$ cat config.mk
export PLATFORM = sky130hd
export DESIGN_NAME = dvfs_request_sequencer_core
export DESIGN_NICKNAME = d
export VERILOG_FILES = /design/src/design/dvfs_pkg.sv /design/src/design/dvfs_request_sequencer_core.sv /design/src/design/dvfs_cfg_regs.sv /design/src/design/dvfs_quant.sv /design/src/design/dvfs_resolve.sv /design/src/design/dvfs_seq.sv
export SDC_FILE = /design/constraint.sdc
export NUM_CORES = 1
export LEC_CHECK = 0
export ABC_AREA = 1
export BUFFER_PORTS_ARGS = -buffer_cell sky130_fd_sc_hd__buf_4
export CAP_MARGIN = 25
export CORE_MARGIN = 2
export CORE_UTILIZATION = 65
export CTS_CLUSTER_DIAMETER = 60
export CTS_CLUSTER_SIZE = 40
export DETAILED_ROUTE_END_ITERATION = 12
export PLACE_DENSITY_LB_ADDON = 0.1
export RECOVER_POWER = 25
export SYNTH_ARGS = -nofsm -noshare
export SYNTH_HDL_FRONTEND = slang
export SYNTH_SLANG_ARGS = --single-unit
$ cat constraint.sdc
create_clock -name clk_i -period 6.24 [get_ports clk_i]
set_input_delay 0.312 -clock clk_i [delete_from_list [all_inputs] [get_ports clk_i]]
set_output_delay 0.312 -clock clk_i [all_outputs]
set_load 0.01 [all_outputs]
$ cat src/design/dvfs_pkg.sv
// ----------------------------------------------------------------------------
// dvfs_pkg
// Shared types, register indexes, reset values and constant dividers for the
// DVFS request sequencer.
// ----------------------------------------------------------------------------
package dvfs_pkg;

  // Configuration register indexes
  localparam logic [2:0] CFG_MIN_VOLTAGE  = 3'd0;
  localparam logic [2:0] CFG_MAX_VOLTAGE  = 3'd1;
  localparam logic [2:0] CFG_MIN_FREQ     = 3'd2;
  localparam logic [2:0] CFG_MAX_FREQ     = 3'd3;
  localparam logic [2:0] CFG_SAFE_VOLTAGE = 3'd4;
  localparam logic [2:0] CFG_SAFE_FREQ    = 3'd5;

  // Reset values
  localparam logic [11:0] RST_MIN_VOLTAGE  = 12'd700;
  localparam logic [11:0] RST_MAX_VOLTAGE  = 12'd1400;
  localparam logic [11:0] RST_MIN_FREQ     = 12'd408;
  localparam logic [11:0] RST_MAX_FREQ     = 12'd1308;
  localparam logic [11:0] RST_SAFE_VOLTAGE = 12'd975;
  localparam logic [11:0] RST_SAFE_FREQ    = 12'd720;
  localparam logic [7:0]  RST_MULTIPLIER   = 8'd60;

  // Command codes
  localparam logic ACT_VOLTAGE = 1'b0;
  localparam logic ACT_PLL     = 1'b1;

  // Grid steps and saturation limits
  localparam logic [12:0] VSTEP_MV  = 13'd25;
  localparam logic [11:0] FSTEP_MHZ = 12'd12;
  localparam logic [7:0]  SEL_MAX   = 8'd31;
  localparam logic [8:0]  MULT_MAX  = 9'd255;

  // Reciprocals: x/25 = (x*1311)>>15 exact for x < 4681,
  //              x/12 = (x*5462)>>16 exact for x < 8192
  localparam logic [10:0] RECIP25 = 11'd1311;
  localparam logic [12:0] RECIP12 = 13'd5462;

  typedef struct packed {
    logic [11:0] req_freq_mhz;
    logic [11:0] req_voltage_mv;
  } dvfs_req_t;

  typedef struct packed {
    logic        action;
    logic [4:0]  voltage_selector;
    logic [7:0]  pll_multiplier;
    logic [11:0] applied_freq_mhz;
    logic [11:0] applied_voltage_mv;
    logic        last;
  } dvfs_cmd_t;

  typedef struct packed {
    logic [11:0] min_voltage_mv;
    logic [11:0] max_voltage_mv;
    logic [11:0] min_freq_mhz;
    logic [11:0] max_freq_mhz;
    logic [11:0] safe_voltage_mv;
    logic [11:0] safe_freq_mhz;
  } dvfs_cfg_t;

  // Quotients of the rounding stage
  typedef struct packed {
    logic [7:0] volt_steps;   // ceil(req_voltage / 25)
    logic [8:0] freq_steps;   // floor(req_freq / 12)
    logic [8:0] safe_steps;   // floor(safe_freq / 12)
  } dvfs_quot_t;

  // Resolved operating point handed to the sequencer
  typedef struct packed {
    logic [11:0] freq_mhz;
    logic [11:0] voltage_mv;
    logic [7:0]  mult;
    logic [11:0] sel_offset;  // voltage above the selector zero point
  } dvfs_item_t;

  function automatic logic [7:0] div25(input logic [12:0] x);
    logic [23:0] prod;
    prod = 24'(x) * 24'(RECIP25);
    return prod[22:15];
  endfunction

  function automatic logic [8:0] div12(input logic [11:0] x);
    logic [24:0] prod;
    prod = 25'(x) * 25'(RECIP12);
    return prod[24:16];
  endfunction

endpackage

$ cat src/design/dvfs_request_sequencer_core.sv
// ----------------------------------------------------------------------------
// dvfs_request_sequencer_core
// DVFS request sequencer: rounds a frequency/voltage request onto the
// regulator and PLL grids and issues the commands in a safe order.
// ----------------------------------------------------------------------------
// Usage:
//   Request channel (req_valid_i / req_stall_o / req_i) carries a requested
//   core frequency and voltage. Command channel (cmd_valid_o / cmd_stall_i /
//   cmd_o) returns one or two commands per request; the final one has last
//   set. A raise sends the voltage command first, a drop sends the PLL
//   command first, an unchanged frequency sends the voltage command only.
//   Out-of-window requests are replaced by the safe operating point.
//   Path: a request passes through the input register, the rounding
//   register and the sequencer hold register, then the command output
//   register.
//   Throughput: one request per cycle when it yields a single command and
//   the command output is not stalled; a request that yields two commands
//   holds the sequencer until both pass the single command output register.
//   Reset clears all pipeline valids, loads the configuration defaults and
//   sets the current PLL multiplier to 60 (720 MHz).
//   A stalled command holds in the output register; the sequencer and the two
//   stages ahead of it keep filling, then req_stall_o rises.
//   Write configuration only while no request is in flight.
// ----------------------------------------------------------------------------
module dvfs_request_sequencer_core import dvfs_pkg::*; (
  input  logic        clk_i,
  input  logic        rst_ni,
  // request channel
  input  logic        req_valid_i,
  output logic        req_stall_o,
  input  dvfs_req_t   req_i,
  // command channel
  output logic        cmd_valid_o,
  input  logic        cmd_stall_i,
  output dvfs_cmd_t   cmd_o,
  // configuration write port
  input  logic        cfg_we_i,
  input  logic [2:0]  cfg_idx_i,
  input  logic [11:0] cfg_wdata_i
);

  dvfs_cfg_t  cfg;
  dvfs_quot_t quot;
  dvfs_item_t item;
  logic       quot_vld;
  logic       item_rdy;

  // Limits and safe point
  dvfs_cfg_regs u_cfg_regs (
    .clk_i       (clk_i),
    .rst_ni      (rst_ni),
    .cfg_we_i    (cfg_we_i),
    .cfg_idx_i   (cfg_idx_i),
    .cfg_wdata_i (cfg_wdata_i),
    .cfg_o       (cfg)
  );

  // Capture the request and take its grid step counts
  dvfs_quant u_quant (
    .clk_i       (clk_i),
    .rst_ni      (rst_ni),
    .req_valid_i (req_valid_i),
    .req_stall_o (req_stall_o),
    .req_i       (req_i),
    .cfg_i       (cfg),
    .quot_vld_o  (quot_vld),
    .quot_rdy_i  (item_rdy),
    .quot_o      (quot)
  );

  // Check the window and substitute the safe point where needed
  dvfs_resolve u_resolve (
    .quot_i (quot),
    .cfg_i  (cfg),
    .item_o (item)
  );

  // Order the commands and advance the PLL multiplier
  dvfs_seq u_seq (
    .clk_i       (clk_i),
    .rst_ni      (rst_ni),
    .item_vld_i  (quot_vld),
    .item_rdy_o  (item_rdy),
    .item_i      (item),
    .cmd_valid_o (cmd_valid_o),
    .cmd_stall_i (cmd_stall_i),
    .cmd_o       (cmd_o)
  );

endmodule

$ cat src/design/dvfs_cfg_regs.sv
// ----------------------------------------------------------------------------
// dvfs_cfg_regs
// Write-only configuration registers: limits and the safe operating point.
// ----------------------------------------------------------------------------
module dvfs_cfg_regs import dvfs_pkg::*; (
  input  logic        clk_i,
  input  logic        rst_ni,
  input  logic        cfg_we_i,
  input  logic [2:0]  cfg_idx_i,
  input  logic [11:0] cfg_wdata_i,
  output dvfs_cfg_t   cfg_o
);

  dvfs_cfg_t cfg_q, cfg_d;

  always_comb begin
    cfg_d = cfg_q;
    if (cfg_we_i) begin
      case (cfg_idx_i)
        CFG_MIN_VOLTAGE:  cfg_d.min_voltage_mv  = cfg_wdata_i;
        CFG_MAX_VOLTAGE:  cfg_d.max_voltage_mv  = cfg_wdata_i;
        CFG_MIN_FREQ:     cfg_d.min_freq_mhz    = cfg_wdata_i;
        CFG_MAX_FREQ:     cfg_d.max_freq_mhz    = cfg_wdata_i;
        CFG_SAFE_VOLTAGE: cfg_d.safe_voltage_mv = cfg_wdata_i;
        CFG_SAFE_FREQ:    cfg_d.safe_freq_mhz   = cfg_wdata_i;
        default:          cfg_d = cfg_q;
      endcase
    end
  end

  always_ff @(posedge clk_i or negedge rst_ni) begin
    if (!rst_ni) begin
      cfg_q.min_voltage_mv  <= RST_MIN_VOLTAGE;
      cfg_q.max_voltage_mv  <= RST_MAX_VOLTAGE;
      cfg_q.min_freq_mhz    <= RST_MIN_FREQ;
      cfg_q.max_freq_mhz    <= RST_MAX_FREQ;
      cfg_q.safe_voltage_mv <= RST_SAFE_VOLTAGE;
      cfg_q.safe_freq_mhz   <= RST_SAFE_FREQ;
    end else begin
      cfg_q <= cfg_d;
    end
  end

  assign cfg_o = cfg_q;

endmodule

$ cat src/design/dvfs_quant.sv
// ----------------------------------------------------------------------------
// dvfs_quant
// Input register and rounding stage: step counts of the request on the
// 25 mV and 12 MHz grids, plus the step count of the safe frequency.
// ----------------------------------------------------------------------------
module dvfs_quant import dvfs_pkg::*; (
  input  logic       clk_i,
  input  logic       rst_ni,
  input  logic       req_valid_i,
  output logic       req_stall_o,
  input  dvfs_req_t  req_i,
  input  dvfs_cfg_t  cfg_i,
  output logic       quot_vld_o,
  input  logic       quot_rdy_i,
  output dvfs_quot_t quot_o
);

  logic       s1_vld_q;
  dvfs_req_t  s1_req_q;
  logic       s2_vld_q;
  dvfs_quot_t s2_quot_q, s2_quot_d;
  logic       s1_rdy, s2_rdy;

  assign s2_rdy      = !s2_vld_q || quot_rdy_i;
  assign s1_rdy      = !s1_vld_q || s2_rdy;
  assign req_stall_o = !s1_rdy;

  always_comb begin
    s2_quot_d.volt_steps = div25(13'(s1_req_q.req_voltage_mv) + (VSTEP_MV - 13'd1));
    s2_quot_d.freq_steps = div12(s1_req_q.req_freq_mhz);
    s2_quot_d.safe_steps = div12(cfg_i.safe_freq_mhz);
  end

  always_ff @(posedge clk_i or negedge rst_ni) begin
    if (!rst_ni) begin
      s1_vld_q <= 1'b0;
      s2_vld_q <= 1'b0;
    end else begin
      if (s1_rdy) begin
        s1_vld_q <= req_valid_i;
      end
      if (s2_rdy) begin
        s2_vld_q <= s1_vld_q;
      end
    end
  end

  always_ff @(posedge clk_i) begin
    if (s1_rdy && req_valid_i) begin
      s1_req_q <= req_i;
    end
    if (s2_rdy && s1_vld_q) begin
      s2_quot_q <= s2_quot_d;
    end
  end

  assign quot_vld_o = s2_vld_q;
  assign quot_o     = s2_quot_q;

endmodule

$ cat src/design/dvfs_resolve.sv
// ----------------------------------------------------------------------------
// dvfs_resolve
// Window check and safe-point substitution; produces the applied operating
// point, the saturated PLL multiplier and the selector offset.
// ----------------------------------------------------------------------------
module dvfs_resolve import dvfs_pkg::*; (
  input  dvfs_quot_t quot_i,
  input  dvfs_cfg_t  cfg_i,
  output dvfs_item_t item_o
);

  logic [12:0] volt_round;
  logic [11:0] freq_round;
  logic        safe;
  logic [8:0]  steps;

  always_comb begin
    volt_round = 13'(quot_i.volt_steps) * VSTEP_MV;
    freq_round = 12'(quot_i.freq_steps) * FSTEP_MHZ;

    safe = (volt_round < 13'(cfg_i.min_voltage_mv))
        || (volt_round > 13'(cfg_i.max_voltage_mv))
        || (freq_round < cfg_i.min_freq_mhz)
        || (freq_round > cfg_i.max_freq_mhz);

    item_o.voltage_mv = safe ? cfg_i.safe_voltage_mv : volt_round[11:0];
    item_o.freq_mhz   = safe ? cfg_i.safe_freq_mhz   : freq_round;
    steps             = safe ? quot_i.safe_steps     : quot_i.freq_steps;
    item_o.mult       = (steps > MULT_MAX) ? MULT_MAX[7:0] : steps[7:0];

    // Below the zero point the selector is zero
    if (item_o.voltage_mv < cfg_i.min_voltage_mv) begin
      item_o.sel_offset = '0;
    end else begin
      item_o.sel_offset = item_o.voltage_mv - cfg_i.min_voltage_mv;
    end
  end

endmodule

$ cat src/design/dvfs_seq.sv
// ----------------------------------------------------------------------------
// dvfs_seq
// Command sequencer: holds one resolved operating point, orders the voltage
// and PLL commands by direction, and keeps the current PLL multiplier.
// ----------------------------------------------------------------------------
module dvfs_seq import dvfs_pkg::*; (
  input  logic       clk_i,
  input  logic       rst_ni,
  input  logic       item_vld_i,
  output logic       item_rdy_o,
  input  dvfs_item_t item_i,
  output logic       cmd_valid_o,
  input  logic       cmd_stall_i,
  output dvfs_cmd_t  cmd_o
);

  logic        s3_vld_q;
  dvfs_item_t  item_q;
  logic        phase_q;
  logic        act_first_q;
  logic [7:0]  cur_mult_q;
  logic        out_vld_q;
  dvfs_cmd_t   cmd_q, cmd_d;

  logic [11:0] cur_freq;
  logic        same, lower;
  logic        out_free, out_load, release_item;
  logic [7:0]  sel_steps;

  always_comb begin
    cur_freq     = 12'(cur_mult_q) * FSTEP_MHZ;
    same         = (item_q.freq_mhz == cur_freq);
    lower        = (item_q.freq_mhz < cur_freq);
    out_free     = !out_vld_q || !cmd_stall_i;
    out_load     = s3_vld_q && out_free;
    release_item = out_load && (phase_q || same);
    item_rdy_o   = !s3_vld_q || release_item;

    sel_steps = div25(13'(item_q.sel_offset));
    cmd_d.voltage_selector   = (sel_steps > SEL_MAX) ? SEL_MAX[4:0] : sel_steps[4:0];
    cmd_d.pll_multiplier     = item_q.mult;
    cmd_d.applied_freq_mhz   = item_q.freq_mhz;
    cmd_d.applied_voltage_mv = item_q.voltage_mv;
    if (phase_q) begin
      cmd_d.action = !act_first_q;
      cmd_d.last   = 1'b1;
    end else begin
      cmd_d.action = lower ? ACT_PLL : ACT_VOLTAGE;
      cmd_d.last   = same;
    end
  end

  always_ff @(posedge clk_i or negedge rst_ni) begin
    if (!rst_ni) begin
      s3_vld_q    <= 1'b0;
      phase_q     <= 1'b0;
      act_first_q <= ACT_VOLTAGE;
      cur_mult_q  <= RST_MULTIPLIER;
      out_vld_q   <= 1'b0;
    end else begin
      if (item_rdy_o) begin
        s3_vld_q <= item_vld_i;
      end
      if (release_item) begin
        phase_q <= 1'b0;
      end else if (out_load && !phase_q) begin
        phase_q <= 1'b1;
      end
      if (out_load && !phase_q) begin
        act_first_q <= cmd_d.action;
        if (!same) begin
          cur_mult_q <= item_q.mult;
        end
      end
      if (out_free) begin
        out_vld_q <= s3_vld_q;
      end
    end
  end

  always_ff @(posedge clk_i) begin
    if (item_rdy_o && item_vld_i) begin
      item_q <= item_i;
    end
    if (out_load) begin
      cmd_q <= cmd_d;
    end
  end

  assign cmd_valid_o = out_vld_q;
  assign cmd_o       = cmd_q;

  // The second command only exists while its operating point is held
  a_phase_holds_item: assert property (@(posedge clk_i) disable iff (!rst_ni)
    phase_q |-> s3_vld_q)
    else $error("second-command phase without a held operating point");

  // A non-final command is always followed by the second phase of the same item
  a_first_leads_second: assert property (@(posedge clk_i) disable iff (!rst_ni)
    (out_load && !cmd_d.last) |=> (s3_vld_q && phase_q))
    else $error("non-final command not followed by its second command");

  // The multiplier moves only when a first command with a PLL change goes out
  a_mult_update: assert property (@(posedge clk_i) disable iff (!rst_ni)
    (cur_mult_q != $past(cur_mult_q)) |-> $past(out_load && !phase_q && !same))
    else $error("PLL multiplier changed without a PLL command");

  // A final command frees the sequencer for the next operating point
  a_last_releases: assert property (@(posedge clk_i) disable iff (!rst_ni)
    (out_load && cmd_d.last) |=> !phase_q)
    else $error("final command left the sequencer in its second phase");

endmodule

==> key figures <==
STA
  – Final hold slack: 0.1948 ns
  – Post-layout min period: 5.818 ns
  – Final number of setup-violating endpoints: 0
  – Max Slew Vio Count: 27
  – Hold Vio Cnt, Final: 0
  – Relative slew slack: -9.966%
  – Final period util: 93.24%
  – Clock skew: 0.01546 ns
  – Max Clock Freq: 171.9 MHz
  – Worst Tran Pin Value: 1.649 ns

Global routing
  – Antenna violations before repair: 0
  – Grt total ovfl: 0
  – Gr usage total: 28.39%
  – Largest net degree at the start of global routing: 62
  – Vias in the first global route: 16560
  – First-pass GRT wire length: 81530 um

Logic synthesis
  – Yosys top cell area share: 24.60%
  – Cells after Synth: 2406
  – Sequential fraction of the synthesis area: 27.73%
  – Cell taking the most area after synthesis: ha_1
  – Number of synthesized flops with an enable pin: 133
  – FF+latch count, synth: 219
  – Leading post-synthesis cells by cell area: ha_1 25%, edfxtp_1 18%, fa_1 15%
  – Synthesized area: 0.02233 mm2
  – Post-synthesis area per instance: 9.281 um2
  – Distinct cell type count after synthesis: 46
  – Post-synthesis async set-or-reset flop share: 39.27%
  – Most frequent cells after synthesis: 542 x inv_1, 439 x ha_1, 382 x nand2_1
  – Syn_nets: 3061
  – Top-count cell post-synth: inv_1
  – Yosys warnings: 0
  – Synth Flop Type: edfxtp_1

Final layout
  – Final instance area: 0.02461 mm2
  – Core Util, Final: 73.03%
  – Synth-to-layout area growth: 10.21%
  – Ant diodes: 0
  – Layout cells sized above 1: 7.524%
  – Register area: 0.006192 mm2
  – Final #Nets: 3190
  – FILL cells: 2516
  – Footprint of the multi-input gates: 0.01404 mm2

Critical path
  – Critical path peak fanout: 17
  – Worst path arrival time: 6.11 ns
  – Worst setup SP type: flip-flop
  – Crit path capture type: flip-flop
  – Data required, critical path: 6.53 ns
  – Reg2reg setup slack: 0.42 ns
  – CP Class: flip-flop to flip-flop

Place
  – IO buf count: 84
  – Placed cell area: 0.02351 mm2
  – Routability cong.: 0.8955
  – Detailed-placement wirelength estimate: 40220 um

Floorplanning
  – Starting Density: 66.26%
  – Row count: 67
  – Core area: 0.03370 mm2
  – Die W: 189.4 um
  – Die ar.: 0.03585 mm2
  – Die height: 189.4 um
  – I/O pin total: 85

Routing
  – Vias: 16320
  – DR iter-0 viols: 985
  – Vias per inst: 5.439
  – Post-route ant nets: 0
  – Final WL: 48300 um
  – # DRC: 0
  – Routed WL per cell: 16.10 um
  – Drt pass-1 iters: 6

CTS
  – Clock net sink count: 219
  – Root Buffer: clkbuf_16
  – Clock Path Buffers: 3
  – Htree depth: 1
  – Clk_lat worst skew: 0.54 ns
  – CTS Buf Count: 23
  – CTS tree: yes
  – CTS clk-pin slew, worst paths: 0.07 ns

Outcome
  – Failing checks: capacitance limit, slew limit
  – Outcome: finished with violations

Flow run
  – Max-cap violation count: 1

Hold path
  – Hold/Removal Path Class: primary input to flip-flop
layout by cell type (no fill, tap or decap), types with 19 or more instances in the layout:
cell             n
nand3_1         57
fa_1           172
inv_1          542
buf_4           64
a21oi_1        128
edfxtp_1       133
dlygate4sd3_1   27
nor2_1          91
nand4_1         19
clkbuf_4        26
nor3_1          20
clkbuf_16       24
ha_1           439
dfstp_2         37
dfrtp_1         49
o21ai_0        136
nand2_1        382
xor2_1          53
logic make-up (layout without fill, tap and decap cells):
logic type | count (synthesis) | after routing | share of synthesized area, %
adder cells (fa/ha/maj) | 611 | 611 | 40.02
AND/OR/NAND/NOR | 601 | 601 | 11.23
buffers and inverters | 560 | 706 | 9.542
AO/OA/AOI/OAI | 337 | 337 | 8.343
flip-flops | 219 | 219 | 27.73
XOR/XNOR | 71 | 71 | 2.785
multiplexers | 7 | 7 | 0.3530
path summary, 6_finish.rpt:
check / depth (start not counted) / endpoint / start
worst max-delay path: 27 / u_seq.item_q[0] / u_quant.quot_o[20]
worst min-delay path: 3 / u_cfg_regs.cfg_o[29] / cfg_wdata_i[5]
worst max register to register: 27 / u_seq.item_q[0] / u_quant.quot_o[20]
worst min register to register: 0 / u_seq.cmd_o[12] / u_seq.cmd_d[12]
max in group asynchronous: 3 / u_cfg_regs.cfg_o[61] / rst_ni
min in group asynchronous: 2 / u_seq.cur_mult_q[7] / rst_ni
critical path, stage by stage, from the launching register on:
cell and delay (ns):
edfxtp_1 0.45, ha_1 0.34, ha_1 0.31, fa_1 0.46, ha_1 0.36, nand3_1 0.09
nand2_1 0.13, a21oi_1 0.08, o21bai_1 0.15, xor2_1 0.22, inv_1 0.10, ha_1 0.31
nand2_1 0.06, nor4_1 0.28, nand4_1 0.12, nand2_1 0.16, nand2_4 0.15, o21ai_1 0.36
ha_1 0.38, inv_1 0.08, o21bai_1 0.08, inv_1 0.07, nor2_1 0.04, a211oi_1 0.23
nand3_2 0.23, inv_1 0.18, or2_2 0.13, inv_1 0.03
registers in the layout (all words and copies together) (netlist names):
register / cells
u_cfg_regs.cfg_o: 72
u_quant.quot_o: 26
u_quant.quot_vld_o: 1
u_quant.s1_req_q: 24
u_quant.s1_vld_q: 1
u_seq.act_first_q: 1
u_seq.cmd_d: 32
u_seq.cmd_o: 39
u_seq.cmd_valid_o: 1
u_seq.cur_mult_q: 8
u_seq.item_q: 12
u_seq.phase_q: 1
u_seq.s3_vld_q: 1
per-stage QoR:
step | worst slack (ns) | setup TNS (ns) | instances
after detailed placement | 0.1569 | 0 | 2929
after CTS | 0.1011 | 0 | 2998
after floorplan | 0.7908 | 0 | 2406
final | 0.4216 | 0 | 3000
after global placement | 0.3062 | 0 | 2928
after global routing | -0.01780 | -0.01780 | 3000
layout make-up:
class                           count  area share (%)
Clock inverter                     15          0.6304
Timing Repair Buffer              121           4.067
Inverter                          543           8.302
Tap cell                          448           2.278
Sequential cell                   219           25.16
Clock buffer                       27           2.527
Multi-Input combinational cell   1627           57.03
metal layers:
layer  vias to the layer above  global-route usage [%]  share of wire, %
li1                       8090                       -                 -
met1                      7775                   40.68                47
met2                       396                   47.24                46
met3                        57                   3.596               5.4
met4                         0                   4.770               1.6
met5                         -                       0                 0
repair_timing:
action,4_1_cts,5_1_grt
setup endpoints to repair,0,14
buffers inserted,0,1
gates resized for setup,0,7
endpoints found under the hold margin,51,0
hold buffers,27,0
Power is not shown: default switching activity piles up to over one toggle a cycle in this logic, so the estimate is an artifact.
